### src/rtl/gcpd_pkg.sv
// Shared types, codes and opcode tables of the GPU command packet decoder.
package gcpd_pkg;

  // Default values of the top-level parameters.
  localparam int MAX_PACKET_WORDS_DEF = 16;
  localparam int FRAME_WIDTH_DEF      = 1024;
  localparam int FRAME_HEIGHT_DEF     = 512;

  // Depth of the queue between the front and back ends.
  localparam int QUEUE_DEPTH = 4;

  // Result kinds.
  localparam logic [1:0] KIND_BUFFERED = 2'd0;
  localparam logic [1:0] KIND_DONE     = 2'd1;
  localparam logic [1:0] KIND_PIXEL    = 2'd2;
  localparam logic [1:0] KIND_ERROR    = 2'd3;

  // Command classes.
  localparam logic [3:0] CLS_NOP     = 4'd0;
  localparam logic [3:0] CLS_CACHE   = 4'd1;
  localparam logic [3:0] CLS_FILL    = 4'd2;
  localparam logic [3:0] CLS_POLYGON = 4'd3;
  localparam logic [3:0] CLS_LINE    = 4'd4;
  localparam logic [3:0] CLS_RECT    = 4'd5;
  localparam logic [3:0] CLS_COPY    = 4'd6;
  localparam logic [3:0] CLS_LOAD    = 4'd7;
  localparam logic [3:0] CLS_STORE   = 4'd8;
  localparam logic [3:0] CLS_ATTR    = 4'd9;
  localparam logic [3:0] CLS_UNKNOWN = 4'd15;

  // Opcodes with a meaning of their own.
  localparam logic [7:0] OP_NOP       = 8'h00;
  localparam logic [7:0] OP_CACHE     = 8'h01;
  localparam logic [7:0] OP_FILL      = 8'h02;
  localparam logic [7:0] OP_ATTR_LO   = 8'hE1;
  localparam logic [7:0] OP_ATTR_HI   = 8'hE6;

  // Attribute register selects, taken from the low opcode bits.
  localparam logic [2:0] ATTR_MODE   = 3'd1;
  localparam logic [2:0] ATTR_WINDOW = 3'd2;
  localparam logic [2:0] ATTR_TL     = 3'd3;
  localparam logic [2:0] ATTR_BR     = 3'd4;
  localparam logic [2:0] ATTR_OFFSET = 3'd5;
  localparam logic [2:0] ATTR_MASK   = 3'd6;

  // One queued unit of work: a packet result or one pixel word.
  typedef struct packed {
    logic [1:0]  kind;
    logic [3:0]  cls;
    logic        two;
    logic [9:0]  x0;
    logic [8:0]  y0;
    logic [15:0] v0;
    logic [9:0]  x1;
    logic [8:0]  y1;
    logic [15:0] v1;
    logic        attr_we;
    logic [2:0]  attr_sel;
    logic [21:0] attr_val;
  } gcpd_entry_t;

  // One result beat.
  typedef struct packed {
    logic [1:0]  result_kind;
    logic [3:0]  command_class;
    logic [9:0]  pixel_x;
    logic [8:0]  pixel_y;
    logic [15:0] pixel_value;
    logic        last_in_run;
    logic [13:0] draw_mode;
    logic [19:0] texture_window;
    logic [19:0] area_top_left;
    logic [19:0] area_bottom_right;
    logic [21:0] drawing_offset;
    logic [1:0]  mask_setting;
  } gcpd_result_t;

  // Fixed word count of a packet, taken from its opcode.
  function automatic logic [4:0] words_for(input logic [7:0] op);
    logic [4:0] v;
    logic [4:0] n;
    begin
      v = op[3] ? 5'd4 : 5'd3;
      n = 5'd1;
      if (op == OP_FILL) begin
        n = 5'd3;
      end else if (op < 8'h20) begin
        n = 5'd1;
      end else if (op < 8'h40) begin
        n = 5'd1 + (op[2] ? 5'(v << 1) : v) + (op[4] ? v - 5'd1 : 5'd0);
      end else if (op < 8'h48) begin
        n = 5'd3;
      end else if (op < 8'h50) begin
        n = 5'd16;
      end else if (op < 8'h58) begin
        n = 5'd4;
      end else if (op < 8'h60) begin
        n = 5'd16;
      end else if (op < 8'h80) begin
        n = 5'd2 + ((op[4:3] == 2'b00) ? 5'd1 : 5'd0) + (op[2] ? 5'd1 : 5'd0);
      end else if (op < 8'hA0) begin
        n = 5'd4;
      end else if (op < 8'hE0) begin
        n = 5'd3;
      end
      return n;
    end
  endfunction

  // Command class of an opcode, CLS_UNKNOWN where it has none.
  function automatic logic [3:0] class_of(input logic [7:0] op);
    logic [3:0] c;
    begin
      c = CLS_UNKNOWN;
      if (op == OP_NOP) begin
        c = CLS_NOP;
      end else if (op == OP_CACHE) begin
        c = CLS_CACHE;
      end else if (op == OP_FILL) begin
        c = CLS_FILL;
      end else if (op < 8'h20) begin
        c = CLS_UNKNOWN;
      end else if (op < 8'h40) begin
        c = CLS_POLYGON;
      end else if (op < 8'h60) begin
        c = CLS_LINE;
      end else if (op < 8'h80) begin
        c = CLS_RECT;
      end else if (op < 8'hA0) begin
        c = CLS_COPY;
      end else if (op < 8'hC0) begin
        c = CLS_LOAD;
      end else if (op < 8'hE0) begin
        c = CLS_STORE;
      end else if (op >= OP_ATTR_LO && op <= OP_ATTR_HI) begin
        c = CLS_ATTR;
      end
      return c;
    end
  endfunction

endpackage

### src/rtl/gcpd_intf.sv
// Handshake interfaces of the command word and result channels.
interface gcpd_cmd_if;
  logic        valid;
  logic        ready;
  logic [31:0] data_word;

  modport source (output valid, output data_word, input ready);
  modport sink (input valid, input data_word, output ready);
endinterface

interface gcpd_result_if;
  logic        valid;
  logic        ready;
  logic [1:0]  result_kind;
  logic [3:0]  command_class;
  logic [9:0]  pixel_x;
  logic [8:0]  pixel_y;
  logic [15:0] pixel_value;
  logic        last_in_run;
  logic [13:0] draw_mode;
  logic [19:0] texture_window;
  logic [19:0] area_top_left;
  logic [19:0] area_bottom_right;
  logic [21:0] drawing_offset;
  logic [1:0]  mask_setting;

  modport source (
    output valid, output result_kind, output command_class, output pixel_x,
    output pixel_y, output pixel_value, output last_in_run, output draw_mode,
    output texture_window, output area_top_left, output area_bottom_right,
    output drawing_offset, output mask_setting, input ready
  );
  modport sink (
    input valid, input result_kind, input command_class, input pixel_x,
    input pixel_y, input pixel_value, input last_in_run, input draw_mode,
    input texture_window, input area_top_left, input area_bottom_right,
    input drawing_offset, input mask_setting, output ready
  );
endinterface

### src/rtl/gcpd_front.sv
// Front end: gathers packets, classifies commands and tracks the pixel transfer.
module gcpd_front import gcpd_pkg::*; #(
  parameter int MAX_PACKET_WORDS = MAX_PACKET_WORDS_DEF,
  parameter int FRAME_WIDTH      = FRAME_WIDTH_DEF,
  parameter int FRAME_HEIGHT     = FRAME_HEIGHT_DEF
) (
  input  logic        clk,
  input  logic        rst,
  input  logic        in_valid,
  input  logic [31:0] in_data,
  output logic        in_ready,
  input  logic        q_full,
  output logic        push,
  output gcpd_entry_t push_entry
);

  localparam int CW      = $clog2(MAX_PACKET_WORDS + 1);
  localparam int XW      = $clog2(FRAME_WIDTH);
  localparam int YW      = $clog2(FRAME_HEIGHT);
  localparam int RECIP_X = (1 << 24) / FRAME_WIDTH;
  localparam int RECIP_Y = (1 << 24) / FRAME_HEIGHT;

  // Packet state.
  logic [CW-1:0] count, count_next;
  logic [7:0]    op_byte;
  logic [21:0]   op_low;
  logic [15:0]   w1_x, w1_y;
  logic [15:0]   q_x, q_y;

  // Transfer state.
  logic          active, active_next;
  logic [15:0]   t_width, t_width_next;
  logic [15:0]   t_height, t_height_next;
  logic [15:0]   col, col_next;
  logic [15:0]   row, row_next;
  logic [XW-1:0] base_x, base_x_next, cur_x, cur_x_next;
  logic [YW-1:0] base_y, base_y_next, cur_y, cur_y_next;

  function automatic logic [XW-1:0] step_x(input logic [XW-1:0] v);
    return (v == XW'(FRAME_WIDTH - 1)) ? '0 : v + XW'(1);
  endfunction

  function automatic logic [YW-1:0] step_y(input logic [YW-1:0] v);
    return (v == YW'(FRAME_HEIGHT - 1)) ? '0 : v + YW'(1);
  endfunction

  assign in_ready = !q_full;
  assign push     = in_valid && !q_full;

  // Opcode and word count of the packet being gathered.
  logic [7:0]  op;
  logic [21:0] attr_val;
  logic [4:0]  need_raw;
  logic [5:0]  need, count_inc;
  logic [3:0]  cls;

  assign op        = (count == '0) ? in_data[31:24] : op_byte;
  assign attr_val  = (count == '0) ? in_data[21:0] : op_low;
  assign need_raw  = words_for(op);
  assign need      = (6'(need_raw) > 6'(MAX_PACKET_WORDS)) ? 6'(MAX_PACKET_WORDS)
                                                           : 6'(need_raw);
  assign count_inc = 6'(count) + 6'd1;
  assign cls       = class_of(op);

  // Start coordinate reduced modulo the frame size: the quotient estimate is
  // registered when the coordinate word arrives and corrected at packet end.
  logic [40:0] prod_x, prod_y;
  logic [27:0] qw_x, qw_y, rx, ry;
  logic [XW-1:0] start_x_mod;
  logic [YW-1:0] start_y_mod;

  assign prod_x = 41'(in_data[15:0]) * 41'(RECIP_X);
  assign prod_y = 41'(in_data[31:16]) * 41'(RECIP_Y);
  assign qw_x   = 28'(q_x) * 28'(FRAME_WIDTH);
  assign qw_y   = 28'(q_y) * 28'(FRAME_HEIGHT);
  assign rx     = 28'(w1_x) - qw_x;
  assign ry     = 28'(w1_y) - qw_y;
  assign start_x_mod = (rx >= 28'(FRAME_WIDTH)) ? XW'(rx - 28'(FRAME_WIDTH)) : XW'(rx);
  assign start_y_mod = (ry >= 28'(FRAME_HEIGHT)) ? YW'(ry - 28'(FRAME_HEIGHT)) : YW'(ry);

  // Two halfword steps of the transfer walk, chained.
  logic [16:0]   c1, r1, c2, r2;
  logic          wrap0, end0, wrap1, end1;
  logic [15:0]   col_a, row_a;
  logic [XW-1:0] x_a;
  logic [YW-1:0] y_a;

  assign c1    = {1'b0, col} + 17'd1;
  assign r1    = {1'b0, row} + 17'd1;
  assign wrap0 = c1 >= {1'b0, t_width};
  assign end0  = wrap0 && (r1 >= {1'b0, t_height});
  assign col_a = wrap0 ? 16'd0 : c1[15:0];
  assign row_a = wrap0 ? r1[15:0] : row;
  assign x_a   = wrap0 ? base_x : step_x(cur_x);
  assign y_a   = wrap0 ? step_y(cur_y) : cur_y;

  assign c2    = {1'b0, col_a} + 17'd1;
  assign r2    = {1'b0, row_a} + 17'd1;
  assign wrap1 = c2 >= {1'b0, t_width};
  assign end1  = wrap1 && (r2 >= {1'b0, t_height});

  // Next state and queue entry for the beat on the input.
  always_comb begin
    count_next    = count;
    active_next   = active;
    t_width_next  = t_width;
    t_height_next = t_height;
    col_next      = col;
    row_next      = row;
    base_x_next   = base_x;
    base_y_next   = base_y;
    cur_x_next    = cur_x;
    cur_y_next    = cur_y;
    push_entry    = '0;
    if (active) begin
      push_entry.kind = KIND_PIXEL;
      push_entry.cls  = CLS_LOAD;
      push_entry.x0   = 10'(cur_x);
      push_entry.y0   = 9'(cur_y);
      push_entry.v0   = in_data[15:0];
      if (end0) begin
        active_next = 1'b0;
        col_next    = 16'd0;
        row_next    = row_a;
      end else begin
        push_entry.two = 1'b1;
        push_entry.x1  = 10'(x_a);
        push_entry.y1  = 9'(y_a);
        push_entry.v1  = in_data[31:16];
        col_next       = wrap1 ? 16'd0 : c2[15:0];
        row_next       = wrap1 ? r2[15:0] : row_a;
        cur_x_next     = wrap1 ? base_x : step_x(x_a);
        cur_y_next     = wrap1 ? step_y(y_a) : y_a;
        active_next    = !end1;
      end
    end else if (count_inc < need) begin
      push_entry.kind = KIND_BUFFERED;
      push_entry.cls  = (cls == CLS_UNKNOWN) ? CLS_NOP : cls;
      count_next      = count + CW'(1);
    end else begin
      count_next = '0;
      if (cls == CLS_UNKNOWN) begin
        push_entry.kind = KIND_ERROR;
        push_entry.cls  = CLS_NOP;
      end else begin
        push_entry.kind = KIND_DONE;
        push_entry.cls  = cls;
        if (cls == CLS_LOAD) begin
          t_width_next  = in_data[15:0];
          t_height_next = in_data[31:16];
          col_next      = 16'd0;
          row_next      = 16'd0;
          base_x_next   = start_x_mod;
          base_y_next   = start_y_mod;
          cur_x_next    = start_x_mod;
          cur_y_next    = start_y_mod;
          active_next   = (in_data[15:0] != 16'd0) && (in_data[31:16] != 16'd0);
        end else if (cls == CLS_ATTR) begin
          push_entry.attr_we  = 1'b1;
          push_entry.attr_sel = op[2:0];
          push_entry.attr_val = attr_val;
        end
      end
    end
  end

  // Control state.
  always_ff @(posedge clk) begin
    if (rst) begin
      count  <= '0;
      active <= 1'b0;
      col    <= 16'd0;
      row    <= 16'd0;
    end else if (push) begin
      count  <= count_next;
      active <= active_next;
      col    <= col_next;
      row    <= row_next;
    end
  end

  // Packet words and transfer geometry.
  always_ff @(posedge clk) begin
    if (push) begin
      t_width  <= t_width_next;
      t_height <= t_height_next;
      base_x   <= base_x_next;
      base_y   <= base_y_next;
      cur_x    <= cur_x_next;
      cur_y    <= cur_y_next;
      if (!active && count == '0) begin
        op_byte <= in_data[31:24];
        op_low  <= in_data[21:0];
      end
      if (!active && count == CW'(1)) begin
        w1_x <= in_data[15:0];
        w1_y <= in_data[31:16];
        q_x  <= prod_x[39:24];
        q_y  <= prod_y[39:24];
      end
    end
  end

endmodule

### src/rtl/gcpd_queue.sv
// Short queue of work entries between the front and back ends.
module gcpd_queue import gcpd_pkg::*; (
  input  logic        clk,
  input  logic        rst,
  input  logic        push,
  input  gcpd_entry_t push_entry,
  output logic        full,
  input  logic        pop,
  output gcpd_entry_t pop_entry,
  output logic        empty
);

  localparam int PW = $clog2(QUEUE_DEPTH);

  gcpd_entry_t   slots [QUEUE_DEPTH];
  logic [PW-1:0] wr_ptr, rd_ptr;
  logic [PW:0]   fill;

  assign full      = (fill == (PW + 1)'(QUEUE_DEPTH));
  assign empty     = (fill == '0);
  assign pop_entry = slots[rd_ptr];

  // Pointers and fill level.
  always_ff @(posedge clk) begin
    if (rst) begin
      wr_ptr <= '0;
      rd_ptr <= '0;
      fill   <= '0;
    end else begin
      if (push) begin
        wr_ptr <= (wr_ptr == PW'(QUEUE_DEPTH - 1)) ? '0 : wr_ptr + PW'(1);
      end
      if (pop) begin
        rd_ptr <= (rd_ptr == PW'(QUEUE_DEPTH - 1)) ? '0 : rd_ptr + PW'(1);
      end
      if (push && !pop) begin
        fill <= fill + (PW + 1)'(1);
      end else if (pop && !push) begin
        fill <= fill - (PW + 1)'(1);
      end
    end
  end

  // Entry storage.
  always_ff @(posedge clk) begin
    if (push) begin
      slots[wr_ptr] <= push_entry;
    end
  end

endmodule

### src/rtl/gcpd_back.sv
// Back end: splits pixel words into beats, applies attributes, holds the result.
module gcpd_back import gcpd_pkg::*; (
  input  logic         clk,
  input  logic         rst,
  input  logic         q_empty,
  input  gcpd_entry_t  q_entry,
  output logic         q_pop,
  output logic         res_valid,
  input  logic         res_ready,
  output gcpd_result_t res
);

  logic        half;
  logic        load;
  logic        first_of_two;
  logic [13:0] mode_reg, mode_next;
  logic [19:0] window_reg, window_next;
  logic [19:0] top_left_reg, top_left_next;
  logic [19:0] bottom_right_reg, bottom_right_next;
  logic [21:0] offset_reg, offset_next;
  logic [1:0]  mask_reg, mask_next;
  gcpd_result_t res_next;

  // The output register takes a new beat when empty or being drained.
  assign load         = !q_empty && (!res_valid || res_ready);
  assign first_of_two = q_entry.two && !half;
  assign q_pop        = load && !first_of_two;

  // Attribute registers after this entry.
  always_comb begin
    mode_next         = mode_reg;
    window_next       = window_reg;
    top_left_next     = top_left_reg;
    bottom_right_next = bottom_right_reg;
    offset_next       = offset_reg;
    mask_next         = mask_reg;
    if (q_entry.attr_we) begin
      case (q_entry.attr_sel)
        ATTR_MODE:   mode_next         = q_entry.attr_val[13:0];
        ATTR_WINDOW: window_next       = q_entry.attr_val[19:0];
        ATTR_TL:     top_left_next     = q_entry.attr_val[19:0];
        ATTR_BR:     bottom_right_next = q_entry.attr_val[19:0];
        ATTR_OFFSET: offset_next       = q_entry.attr_val;
        ATTR_MASK:   mask_next         = q_entry.attr_val[1:0];
        default:     mask_next         = mask_reg;
      endcase
    end
  end

  // Result beat built from the head entry.
  always_comb begin
    res_next.result_kind       = q_entry.kind;
    res_next.command_class     = q_entry.cls;
    res_next.pixel_x           = half ? q_entry.x1 : q_entry.x0;
    res_next.pixel_y           = half ? q_entry.y1 : q_entry.y0;
    res_next.pixel_value       = half ? q_entry.v1 : q_entry.v0;
    res_next.last_in_run       = !first_of_two;
    res_next.draw_mode         = mode_next;
    res_next.texture_window    = window_next;
    res_next.area_top_left     = top_left_next;
    res_next.area_bottom_right = bottom_right_next;
    res_next.drawing_offset    = offset_next;
    res_next.mask_setting      = mask_next;
  end

  // Control state and attribute registers.
  always_ff @(posedge clk) begin
    if (rst) begin
      res_valid        <= 1'b0;
      half             <= 1'b0;
      mode_reg         <= '0;
      window_reg       <= '0;
      top_left_reg     <= '0;
      bottom_right_reg <= '0;
      offset_reg       <= '0;
      mask_reg         <= '0;
    end else if (load) begin
      res_valid        <= 1'b1;
      half             <= first_of_two;
      mode_reg         <= mode_next;
      window_reg       <= window_next;
      top_left_reg     <= top_left_next;
      bottom_right_reg <= bottom_right_next;
      offset_reg       <= offset_next;
      mask_reg         <= mask_next;
    end else if (res_ready) begin
      res_valid <= 1'b0;
    end
  end

  // Result payload.
  always_ff @(posedge clk) begin
    if (load) begin
      res <= res_next;
    end
  end

endmodule

### src/rtl/gpu_command_packet_decoder_core.sv
// A word's entry is stored in a queue slot, then its first result beat in the output register.
// Throughput: one command word per cycle while the queue is not full; a pixel word of a load
// gives up to two result beats, which leave one at a time through the single result port of the back end.
// A four-entry queue lets the word and result sides stall independently.
// Reset (synchronous, active high) clears the packet count, the transfer, the
// attribute registers and the queue; no clearing pass is needed.
module gpu_command_packet_decoder_core import gcpd_pkg::*; #(
  parameter int MAX_PACKET_WORDS = MAX_PACKET_WORDS_DEF,
  parameter int FRAME_WIDTH      = FRAME_WIDTH_DEF,
  parameter int FRAME_HEIGHT     = FRAME_HEIGHT_DEF
) (
  input logic          clk,
  input logic          rst,
  gcpd_cmd_if.sink     cmd,
  gcpd_result_if.source result
);

  logic         push, q_full, q_empty, q_pop;
  gcpd_entry_t  push_entry, q_entry;
  gcpd_result_t res;

  // Packet gathering and transfer tracking.
  gcpd_front #(
    .MAX_PACKET_WORDS (MAX_PACKET_WORDS),
    .FRAME_WIDTH      (FRAME_WIDTH),
    .FRAME_HEIGHT     (FRAME_HEIGHT)
  ) u_front (
    .clk        (clk),
    .rst        (rst),
    .in_valid   (cmd.valid),
    .in_data    (cmd.data_word),
    .in_ready   (cmd.ready),
    .q_full     (q_full),
    .push       (push),
    .push_entry (push_entry)
  );

  // Decoupling queue.
  gcpd_queue u_queue (
    .clk        (clk),
    .rst        (rst),
    .push       (push),
    .push_entry (push_entry),
    .full       (q_full),
    .pop        (q_pop),
    .pop_entry  (q_entry),
    .empty      (q_empty)
  );

  // Result generation.
  gcpd_back u_back (
    .clk       (clk),
    .rst       (rst),
    .q_empty   (q_empty),
    .q_entry   (q_entry),
    .q_pop     (q_pop),
    .res_valid (result.valid),
    .res_ready (result.ready),
    .res       (res)
  );

  assign result.result_kind       = res.result_kind;
  assign result.command_class     = res.command_class;
  assign result.pixel_x           = res.pixel_x;
  assign result.pixel_y           = res.pixel_y;
  assign result.pixel_value       = res.pixel_value;
  assign result.last_in_run       = res.last_in_run;
  assign result.draw_mode         = res.draw_mode;
  assign result.texture_window    = res.texture_window;
  assign result.area_top_left     = res.area_top_left;
  assign result.area_bottom_right = res.area_bottom_right;
  assign result.drawing_offset    = res.drawing_offset;
  assign result.mask_setting      = res.mask_setting;

endmodule
### src/flat_wrapper.sv
// flat-port wrapper written by rule: the top's interface ports become plain ports
module gpu_command_packet_decoder_core_flat import gcpd_pkg::*;
#(
  parameter int MAX_PACKET_WORDS = MAX_PACKET_WORDS_DEF,
  parameter int FRAME_WIDTH      = FRAME_WIDTH_DEF,
  parameter int FRAME_HEIGHT     = FRAME_HEIGHT_DEF
)
  (clk, rst, cmd_valid, cmd_data_word, cmd_ready, result_valid, result_result_kind, result_command_class, result_pixel_x, result_pixel_y, result_pixel_value, result_last_in_run, result_draw_mode, result_texture_window, result_area_top_left, result_area_bottom_right, result_drawing_offset, result_mask_setting, result_ready);
  gcpd_cmd_if cmd_i ();
  gcpd_result_if result_i ();
  input logic clk;
  input logic rst;
  input wire logic [$bits(cmd_i.valid)-1:0] cmd_valid;
  input wire logic [$bits(cmd_i.data_word)-1:0] cmd_data_word;
  output wire logic [$bits(cmd_i.ready)-1:0] cmd_ready;
  output wire logic [$bits(result_i.valid)-1:0] result_valid;
  output wire logic [$bits(result_i.result_kind)-1:0] result_result_kind;
  output wire logic [$bits(result_i.command_class)-1:0] result_command_class;
  output wire logic [$bits(result_i.pixel_x)-1:0] result_pixel_x;
  output wire logic [$bits(result_i.pixel_y)-1:0] result_pixel_y;
  output wire logic [$bits(result_i.pixel_value)-1:0] result_pixel_value;
  output wire logic [$bits(result_i.last_in_run)-1:0] result_last_in_run;
  output wire logic [$bits(result_i.draw_mode)-1:0] result_draw_mode;
  output wire logic [$bits(result_i.texture_window)-1:0] result_texture_window;
  output wire logic [$bits(result_i.area_top_left)-1:0] result_area_top_left;
  output wire logic [$bits(result_i.area_bottom_right)-1:0] result_area_bottom_right;
  output wire logic [$bits(result_i.drawing_offset)-1:0] result_drawing_offset;
  output wire logic [$bits(result_i.mask_setting)-1:0] result_mask_setting;
  input wire logic [$bits(result_i.ready)-1:0] result_ready;
  assign cmd_i.valid = cmd_valid;
  assign cmd_i.data_word = cmd_data_word;
  assign cmd_ready = cmd_i.ready;
  assign result_valid = result_i.valid;
  assign result_result_kind = result_i.result_kind;
  assign result_command_class = result_i.command_class;
  assign result_pixel_x = result_i.pixel_x;
  assign result_pixel_y = result_i.pixel_y;
  assign result_pixel_value = result_i.pixel_value;
  assign result_last_in_run = result_i.last_in_run;
  assign result_draw_mode = result_i.draw_mode;
  assign result_texture_window = result_i.texture_window;
  assign result_area_top_left = result_i.area_top_left;
  assign result_area_bottom_right = result_i.area_bottom_right;
  assign result_drawing_offset = result_i.drawing_offset;
  assign result_mask_setting = result_i.mask_setting;
  assign result_i.ready = result_ready;
  gpu_command_packet_decoder_core #(.MAX_PACKET_WORDS(MAX_PACKET_WORDS), .FRAME_WIDTH(FRAME_WIDTH), .FRAME_HEIGHT(FRAME_HEIGHT)) u_core (.clk(clk), .rst(rst), .cmd(cmd_i), .result(result_i));
endmodule
### config.mk
export PLATFORM = sky130hd
export DESIGN_NAME = gpu_command_packet_decoder_core_flat
export DESIGN_NICKNAME = d
export VERILOG_FILES = /design/src/rtl/gcpd_pkg.sv /design/src/rtl/gcpd_intf.sv /design/src/rtl/gcpd_front.sv /design/src/rtl/gcpd_queue.sv /design/src/rtl/gcpd_back.sv /design/src/rtl/gpu_command_packet_decoder_core.sv /design/src/flat_wrapper.sv
export SDC_FILE = /design/constraint.sdc
export NUM_CORES = 1
export LEC_CHECK = 0
export BUFFER_PORTS_ARGS = -buffer_cell sky130_fd_sc_hd__buf_2
export CAP_MARGIN = 25
export CORE_MARGIN = 2
export CORE_UTILIZATION = 60
export DETAILED_ROUTE_END_ITERATION = 16
export HOLD_SLACK_MARGIN = 0.02
export PLACE_DENSITY = 0.77
export RECOVER_POWER = 50
export SETUP_SLACK_MARGIN = 0.15
export SYNTH_ARGS = -nofsm -noshare
export SYNTH_HDL_FRONTEND = slang
export SYNTH_SLANG_ARGS = --single-unit
export TNS_END_PERCENT = 1
### constraint.sdc
create_clock -name clk -period 11.45 [get_ports clk]
set_clock_uncertainty 0.05 [all_clocks]
set_input_delay 1.145 -clock clk [delete_from_list [all_inputs] [get_ports clk]]
set_output_delay 1.145 -clock clk [all_outputs]
set_load 0.005 [all_outputs]
Word-level counts from Yosys, hierarchy flattened:

Memory sizes are Yosys's and may differ from the RTL's. A register that Yosys moved wholly into a read port is not among the register bits.
Cells that the tools add are included.

* flip-flop bits (word level): 421
* bits in latches: 0
* RAM bits: 412
* memory bits (read-only): 0
* output and inout port bits: 142
* word-level logic and storage cells: 247
* memories kept: 1

* $add $sub $neg: 23
* multipliers: 0
* divide/modulo/power cells: 0
* order comparisons: 20
* eq/ne operators: 22
* shift operators: 0
* multiplexer cells: 103
* bitwise logic cells: 3
* reduce and logical (&&, ||, !) cells: 37

Memories
* u_core.u_queue.slots: words 4, bits a word 103, read ports 1, clocked after memory_dff 1, wr ports 1, line gcpd_queue.sv:15 `gcpd_entry_t slots [QUEUE_DEPTH];`

Operators by type and width (number)
* $mux 16: 12
* $mux 26: 5
* $mux 20: 6
* $mux 10: 11
* $mux 9: 11
* $mux 71: 1
* $add 16x1->17 const B: 4
* $ge 17x16->1: 4
* $mux 22: 3
* $mux 5: 10
* $mux 4: 12
* $lt 8x7->1 const B: 5
* $mux 35: 1
* $sub 16x16->17: 2
* $lt 8x8->1 const B: 4
* $reduce_bool 16->1: 2
* $ge 28x10->1 const B: 1
* $ge 28x11->1 const B: 1
* $mux 14: 2
* $add 10x1->10 const B: 2
* $eq 10x10->1 const B: 2
* $add 9x1->9 const B: 2
* $eq 9x9->1 const B: 2
* $mux 3: 6
* other kinds (43): 97

Logic depth before layout (Yosys ltp):

* word-level depth: 21
* gate-level depth with buffers: 36
* mapped depth without buffers: 31

Modules after synthesis:

From an unflattened synthesis, not the netlist that was laid out.

* cells, all modules: 2600
* area, all modules: 37070.6 um^2

Modules (own cells, without submodules)
* gcpd_queue: times used 1, cells an instance 582, area an instance 15377.2 um^2, sequential area each 12552.0 um^2
* gcpd_front: times used 1, cells an instance 1363, area an instance 11877.6 um^2, sequential area each 4063.9 um^2
* gcpd_back: times used 1, cells an instance 655, area an instance 9815.7 um^2, sequential area each 6206.0 um^2

Worst setup path before layout:

OpenSTA, ideal clock, no wires.

* path type: reg2reg
* start point: register u_core.u_front.count[0]
* end point: register u_core.u_front.base_x[0] (enable)
* arrival time: 7.660 ns
* path slack: 3.194 ns
* cell stages (with the launch flop): 19
* path buffers: 2
* clock period less this slack: 8.256 ns
* path through: dfxtp_1 > inv_1 > ha_1 > nor4b_4 > buf_2 > clkbuf_1 > mux2i_1 > ha_1 > nor2_1 > o21ai_0 > xnor2_1 > nand4b_1 > ha_1 > a21o_1 > a221oi_1 > nand2b_1 > a311o_1 > o21ai_1 > nor4_1

* word-level cells in the longest chain between the ends: 19
* elaborated cells on any way between the ends: 59

Ends and longest elaborated chain
* start: declaration: line gcpd_front.sv:24 `logic [CW-1:0] count, count_next;`
* start signal: assignment: line gcpd_front.sv:175 `count <= count_next;`
* $logic_not 5->1: line gcpd_front.sv:57 `assign op = (count == '0) ? in_data[31:24] : op_byte;`
* $mux 8: line gcpd_front.sv:57
* $logic_not 2->1: line gcpd_pkg.sv:100 `n = 5'd2 + ((op[4:3] == 2'b00) ? 5'd1 : 5'd0) + (op[2] ? 5'd1 : 5'd0);`
* $mux 1: line gcpd_pkg.sv:100
* $add 2x1->3: line gcpd_pkg.sv:100
* $add 3x1->4: line gcpd_pkg.sv:100
* $mux 4: line gcpd_pkg.sv:99 `end else if (op < 8'h80) begin`
* $mux 5: line gcpd_pkg.sv:97 `end else if (op < 8'h60) begin`
* (+3 left out)
* $mux 5: line gcpd_pkg.sv:89 `end else if (op < 8'h40) begin`
* $mux 5: line gcpd_pkg.sv:87 `end else if (op < 8'h20) begin`
* $mux 5: line gcpd_pkg.sv:85 `if (op == OP_FILL) begin`
* $gt 5x5->1: line gcpd_front.sv:60 `assign need = (6'(need_raw) > 6'(MAX_PACKET_WORDS)) ? 6'(MAX_PACKET_WORDS)`
* $mux 5: line gcpd_front.sv:60
* $lt 6x5->1: line gcpd_front.sv:136 `end else if (count_inc < need) begin`
* $not 1->1 (no source line)
* $reduce_and 5->1 (no source line) (*)
* end signal: assignment: line gcpd_front.sv:187 `base_x <= base_x_next;`
* end: declaration: line gcpd_front.sv:36 `logic [XW-1:0] base_x, base_x_next, cur_x, cur_x_next;`

Mark *: on every way between the ends. The rest lies on a longest branch, timed or not.
A chain may end at the register's enable or synchronous reset.

Worst setup path after layout:

* start point: input result_ready
* end point: register u_core.u_back.bottom_right_reg[16]

* word-level cells in the longest chain between the ends: 2

Ends and longest elaborated chain
* start: declaration: line flat_wrapper.sv:29 `input wire logic [$bits(result_i.ready)-1:0] result_ready;`
* $logic_or 1x1->1: line gcpd_back.sv:25 `assign load = !q_empty && (!res_valid || res_ready);`
* $logic_and 1x1->1: line gcpd_back.sv:25
* end signal: assignment: line gcpd_back.sv:83 `bottom_right_reg <= bottom_right_next;`
* end: declaration: line gcpd_back.sv:19 `logic [19:0] bottom_right_reg, bottom_right_next;`

Every way passes these cells.

==> flow_summary.toml <==
[status]
status = "finished with violations"
violations = "capacitance limit, slew limit"

[power_and_ir_drop]
total_power_mw = 9.17
leakage_nw = 14.5
ir_drop_uv = 218
power_density_nw_per_um2 = 228

[placement]
dp_cells = 3397
io_buffers = 177
place_congestion = 0.938
dpl.hpwl_um = 55000

[setup_path]
required_ns = 11.71
cp-end-kind = "flip-flop"
cp_data_arrival_time_ns = 9.19
crit_fanout = 143
critPathKind = "in2reg"
cp-start-kind = "input pin"

[synthesis]
yosys_register_bits = 809
synth_warnings = 0
ys_top_cells_by_area = "edfxtp_1, dfxtp_1, mux4_2"
syn_nets = 2670
syn_avg_cell_area_um2 = 14.2
synth_compound_area_share_pct = 5.31
synth_top_family_by_area = "multiplexers"
syn_inst = 2539
synth_edf_count = 662
yosys.area_share.xor_xnor_pct = 2.23
synth_fa_ha_area_share_pct = 3.34
synth_area_um2 = 36100
yosysTopAreaCell = "edfxtp_1"
synth_cell_types = 86
synth_mux_area_share_pct = 14.4
ys_seq_area_share_pct = 63.3
synth_top_area_share_pct = 55.1
synth_flop_cell = "edfxtp_1"
synthSimpleGateAreaFrac_pct = 9.28
ys_async_sr_fraction_pct = 0

[floorplan]
chipHeight_um = 249
rows = 89
initial_utilization_pct = 60.9
die_w_um = 249
die-area_um2 = 62100
core_area_um2 = 59200
ios = 178

[layout]
layoutNonFillerInstCount = 3548
nNetsFinal = 2841
largestRegisters = "u_core.u_queue.slots x412, u_core.u_back.res x140"
drive_gt1_share_pct = 17.6
top_register = "u_core.u_queue.slots"
layout_common_cells = "edfxtp_1, nor2_1, dfxtp_1"
finish.utilization_pct = 67.7
largest_reg_flops = 412
area_delta_synth_final_pct = 11.3
final_common_cell = "edfxtp_1"
fillers = 4090

[timing]
finalHoldViolations = 0
fin_setup_tns_ns = 0
rsz0062_at_grt = "false"
clock.fmax_mhz = 112
final.min_clock_period_ns = 8.93
fin_crit_sh_pct = 78.0
tightest_slew_ns = 8.31
drv_slew = 874
setup_viol_count_final = 0
maxSlewHeadroom_pct = -454

[routing]
wirelength_um = 85600
drtAntennaViolNets = 0
drt-pass1-iter-count = 7
num_vias = 22076
drt_iter0_drc = 2045
drt_drc_violations_left = 0
avgRoutedWirePerCell_um = 24.1
vias_per_cell = 6.22

[clock_network]
cts_hold_buffers = 0
cts_max_level = 3
cts_tree = "yes"
cts_sinks = 809
clk_latency_ns = 0.62
cts_resized = 0
cts_setup_buffers = 0
clk_pin_slew_worst_paths_ns = 0.06
cts_buffers = 81
clockBufferDepth = 3
root_buffer = "clkbuf_16"

[flow_run]
maxCapViolations = 16

[hold_path]
hp-class = "reg2reg"

[global_routing]
track_usage_pct = 27.5
first_global_vias = 22240
gr-total-overflow = 0
antenna_found_initial = 2
grt_pass1_wl_um = 131000
grt_max_degree = 144
-- worst paths after layout --
path                                                     startpoint                                              end  slack (ns)  cells past startpoint
worst max-delay path                                   result_ready  u_core.u_back.bottom_right_reg[16]$_SDFFE_PP0P_        2.52                      8
worst min register to register     u_core.u_front.w1_x[4]$_DFFE_PP_               u_core.u_front.base_x[4]$_DFFE_PP_        0.41                      0
worst max register to register  u_core.u_queue.fill[0]$_SDFFE_PP0P_  u_core.u_back.bottom_right_reg[16]$_SDFFE_PP0P_        2.66                      7
worst min-delay path               u_core.u_front.w1_x[4]$_DFFE_PP_               u_core.u_front.base_x[4]$_DFFE_PP_        0.41                      0
-- critical path: stages --
cell and delay [ns]:
buf_2 0.08, inv_1 0.05, a21oi_1 0.66, clkbuf_1 5.81, clkbuf_1 0.56, buf_16 0.38, mux2i_1 0.26, nor2_1 0.07
-- cell type report --
| class | count | area (um^2) | area share [%] |
|---|---|---|---|
| clock buffer | 110 | 2270 | 5.65 |
| timing repair buffer | 216 | 1040 | 2.59 |
| antenna | 2 | 5.00 | 0.0125 |
| inverter | 71 | 267 | 0.664 |
| multi-input combinational | 1531 | 12500 | 31.1 |
| tap | 773 | 967 | 2.41 |
| sequential | 809 | 22800 | 56.9 |
| clock inverter | 36 | 294 | 0.733 |
-- kinds of logic after synthesis --
| family | Yosys count |
|---|---|
| xor gates and xnor gates | 92 |
| and+or+nand+nor | 678 |
| AOI/OAI and AO/OA | 295 |
| muxes | 371 |
| DFF | 809 |
| buffers and inverters | 199 |
| adders and majority gates | 95 |
-- power breakdown --
| group | leakage (nW) | switching, mW | internal, mW | total, mW |
|---|---|---|---|---|
| Sequential | 7.55 | 0.243 | 3.96 | 4.21 |
| Combinational | 5.71 | 1.37 | 1.06 | 2.43 |
| Clock | 1.25 | 1.09 | 1.44 | 2.53 |
-- per-stage QoR --
stage               setup slack [ns]  cell area [um^2]  hold WS, ns
floorplan                       3.19             36100        0.372
global placement                3.21             37700        0.383
detailed placement              2.84             37800        0.394
CTS                             2.82             40300        0.406
global route                    1.84             40100        0.422
finish                          2.52             40100        0.407
-- cells in the mapped netlist, types with 15 or more instances --
cell type and instances:
nand2_1 139, a21o_1 17, xnor2_1 62, a31oi_1 15, clkbuf_1 79, dfxtp_1 147
nor4_1 16, and2_1 62, mux2i_1 124, nand3_1 68, nor2_1 225, buf_2 15
and3_1 23, ha_1 93, o21ai_0 53, nand4_1 27, nor3_1 33, edfxtp_1 662
mux2_2 144, xor2_1 30, buf_1 31, inv_1 71, a21oi_1 93, mux4_2 103
-- per-layer routing --
layer  track usage (%)  wire [um]  vias to the layer above
met5                 0          0                        -
met1              38.4      36400                    11121
met2              45.0      41000                      854
met4              8.81       2080                        0
met3              4.29       6060                      128
li1                  -          -                     9973
Note: power is estimated with default switching activity, not from simulation.
